[config.mk]
export PLATFORM = sky130hd
export DESIGN_NAME = isq_cell
export DESIGN_NICKNAME = d
export VERILOG_FILES = /design/src/rtl/isq_pkg.sv /design/src/rtl/isq_cell.sv
export SDC_FILE = /design/constraint.sdc
export NUM_CORES = 1
export LEC_CHECK = 0
export ABC_AREA = 1
export BUFFER_PORTS_ARGS = -buffer_cell sky130_fd_sc_hd__buf_4
export CORE_AREA = 2 2 69 71
export DETAILED_ROUTE_END_ITERATION = 7
export DIE_AREA = 0 0 71 73
export PLACE_DENSITY_LB_ADDON = 0.15
export SLEW_MARGIN = 20
export SYNTH_ARGS = -nofsm -noshare
export SYNTH_HDL_FRONTEND = slang
export SYNTH_SLANG_ARGS = --single-unit
[constraint.sdc]
create_clock -name clock -period 2.2 [get_ports clock]
set_input_delay 0.22 -clock clock [delete_from_list [all_inputs] [get_ports clock]]
set_output_delay 0.22 -clock clock [all_outputs]
set_load 0.005 [all_outputs]
[src/rtl/isq_pkg.sv]
`default_nettype none

package isq_pkg;

   // storage depth and derived widths
   localparam int DEPTH   = 64;
   localparam int ADDR_W  = (DEPTH > 1) ? $clog2(DEPTH) : 1;
   localparam int CNT_W   = $clog2(DEPTH + 1);
   localparam int INDEX_W = 7;
   localparam int LEN_W   = 7;
   localparam int DATA_W  = 32;
   localparam int CMP_W   = (CNT_W > INDEX_W) ? CNT_W : INDEX_W;

   // read tree: groups of eight cells, then one pick among the groups
   localparam int GRP_W = 3;
   localparam int GRP   = 2 ** GRP_W;
   localparam int RA_W  = (ADDR_W < GRP_W + 1) ? GRP_W + 1 : ADDR_W;
   localparam int HI_W  = RA_W - GRP_W;
   localparam int NGRP  = 2 ** HI_W;

   typedef enum logic [1:0] {
      FUNC_INSERT  = 2'd0,
      FUNC_GET     = 2'd1,
      FUNC_REMOVE  = 2'd2,
      FUNC_REVERSE = 2'd3
   } func_type;

   typedef logic signed [DATA_W-1:0] data_type;

   typedef struct packed {
      func_type             func;
      logic [INDEX_W-1:0]   index;
      data_type             value;
   } req_type;

   typedef struct packed {
      logic               ok;
      data_type           read_value;
      logic [LEN_W-1:0]   length;
   } rsp_type;

   typedef enum logic [1:0] {
      CELL_HOLD      = 2'd0,
      CELL_LOAD      = 2'd1,
      CELL_FROM_LOW  = 2'd2,
      CELL_FROM_HIGH = 2'd3
   } cell_op_type;

   typedef struct packed {
      logic              load;
      logic [RA_W-1:0]   addr;
   } rd_ctrl_type;

endpackage

`default_nettype wire

[src/rtl/isq_cell.sv]
`default_nettype none

module isq_cell (
   input  logic                 clock,
   input  isq_pkg::cell_op_type op,
   input  isq_pkg::data_type    load_value,
   input  isq_pkg::data_type    low_value,
   input  isq_pkg::data_type    high_value,
   output isq_pkg::data_type    value
);

   isq_pkg::data_type value_ff;
   isq_pkg::data_type value_in;

   // hold, load a new entry, or take a neighbor's entry
   always_comb begin
      unique case (op)
         isq_pkg::CELL_HOLD:      value_in = value_ff;
         isq_pkg::CELL_LOAD:      value_in = load_value;
         isq_pkg::CELL_FROM_LOW:  value_in = low_value;
         isq_pkg::CELL_FROM_HIGH: value_in = high_value;
         default:                 value_in = value_ff;
      endcase
   end

   always_ff @(posedge clock) begin
      value_ff <= value_in;
   end

   assign value = value_ff;

endmodule

`default_nettype wire

==> results.ini <==
[placed_design]
gp_congestion = 0.727
dp_cells = 351
port-buffer-count = 130
dp_slack_ps = 625
dp_hpwl_mm = 3.68

[synth]
synth_top_cell_area_share_pct = 55.5
yosys_warnings = 0
synth.largest_area_cell = edfxtp_1
syn_inst = 180
synth_fp_nets = 279
synth_area_per_cell_um2 = 9.63
yosys_register_bits = 32
seq_area_frac_synth_pct = 55.5
synth_area_mm2 = 0.00173
synth_cell_types = 8
ys_top_cells_by_area = edfxtp_1, nand3_1, nand2_1

[clock_tree]
cts_root_buf = clkbuf_8
postCtsHoldBufs = 0
clockBufferDepth = 2
cts_setup_buffers = 0
cts_resized = 0
cts_tree = done
cts_sinks = 32
clk_pin_slew_ps = 60
numCtsBuffers = 5
cts_max_level = 2

[die]
initial_core_util_pct = 38.2
coreArea_mm2 = 0.00454
fp.dieW_um = 71
die_y_um = 73
placementRows = 25
pin_count = 131
dieArea_mm2 = 0.00518

[layout]
layout_commonest_cell = buf_4
final_nets = 403
area_growth_pct = 56.8
final_cell_mix = buf_4, nand3_1, nand2_1
num_antenna_cells = 0
drive_gt1_share_pct = 46.4
largest_reg_flops = 32
final_cells = 356

[global_route]
grt_usage_pct = 18.9
grt_pass1_vias = 1619
antenna_found_initial = 0
overflow = 0
grt_start_max_net_pins = 65
grt_pass1_wl_mm = 7.54

[critical_path]
worst_ep_required_time_ps = 2150
critPathLaunchType = input pin
cp.arrival_ps = 1220
end_kind = flip-flop
startpoint = op[0]
path_class = input pin to flip-flop
crit_path_max_fanout = 33
crit_path_end = value[27]$_DFFE_PP_

[sta]
finalSetupTns_ps = 0
grt_setup_unrepaired = no
final.setup.worst_slack_ps = 921
worstMarginPinSlew_ps = 583
fmax_mhz = 782
period_minus_slack_ps = 1280
slew_viol_final = 0
relSlewSlack_pct = 61.1
finalCritPeriodShare_pct = 58.1
hold_violations = 0
setup_viol = 0
whs_ps = 234

[drt]
dr.pass1.iters = 4
drtAntennaViolNets = 0
vias = 1807
wl_mm = 5.04
wire_per_inst_um = 14.2
drc = 0
first_iter_violations = 117
via_per_inst = 5.08

[power_and_ir_drop]
power_density_mw_per_mm2 = 568
irDropWorstVdd_v = 0.000324
power.total_mw = 1.54
leakagePower_nw = 1.29

[min_path]
min_path_type = input pin to flip-flop

[run]
maxCapViolations = 0

[outcome]
status = finished clean

## area by class of cell
class,instances,area [um2]
clock buffer,5,68.8
fill,404,1820
inverter,2,10.0
multi-input combinational,129,604
sequential,32,961
tap,54,67.6
timing repair buffer,134,1010
## synthesized netlist by cell type
library cell   n
buf_6         10
nand2_1       33
buf_4          4
inv_1          1
buf_2          3
nand3_1       96
inv_4          1
edfxtp_1      32
## cells by family (layout without fill, tap and decap cells)
kind of cell	after synthesis	in the layout	synth area share (%)
simple gates	129	129	34.9
buf+inv	19	141	9.68
flops	32	32	55.5
## layer usage
layer / vias up / share of wire (%) / GRT usage [%]
met1: 816 / 37 / 22.7
met5: - / 0 / 0
met3: 9 / 8.4 / 5.94
met2: 86 / 53 / 32.1
li1: 896 / - / -
met4: 0 / 1.5 / 6.71
## power breakdown
part	leakage [nW]	internal, mW	switching, mW
clock	0.0359	0.203	0.178
sequential	0.330	0.758	0.0226
combinational	0.926	0.230	0.152
## through the flow
step	area, um2	util (%)
finish	2720	59.9
CTS	2720	59.9
global placement	2650	58.4
floorplan	1730	-
detailed placement	2650	58.4
global route	2720	59.9
## critical path, stage by stage
cell     delay [ps]
buf_4           320
inv_4           220
nand2_1         140
buf_4           300
## worst min path at each step
stage	startpoint	depth (start not counted)	slack, ps	end
final	load_value[25]	3	230	value[25]$_DFFE_PP_
after global routing	load_value[21]	3	230	value[21]$_DFFE_PP_
after CTS	load_value[25]	3	220	value[25]$_DFFE_PP_
after detailed placement	load_value[25]	3	510	value[25]$_DFFE_PP_
after global placement	load_value[26]	3	510	value[26]$_DFFE_PP_
after floorplan	load_value[28]	2	420	value[28]$_DFFE_PP_
Note: power is estimated with default switching activity, not from simulation.
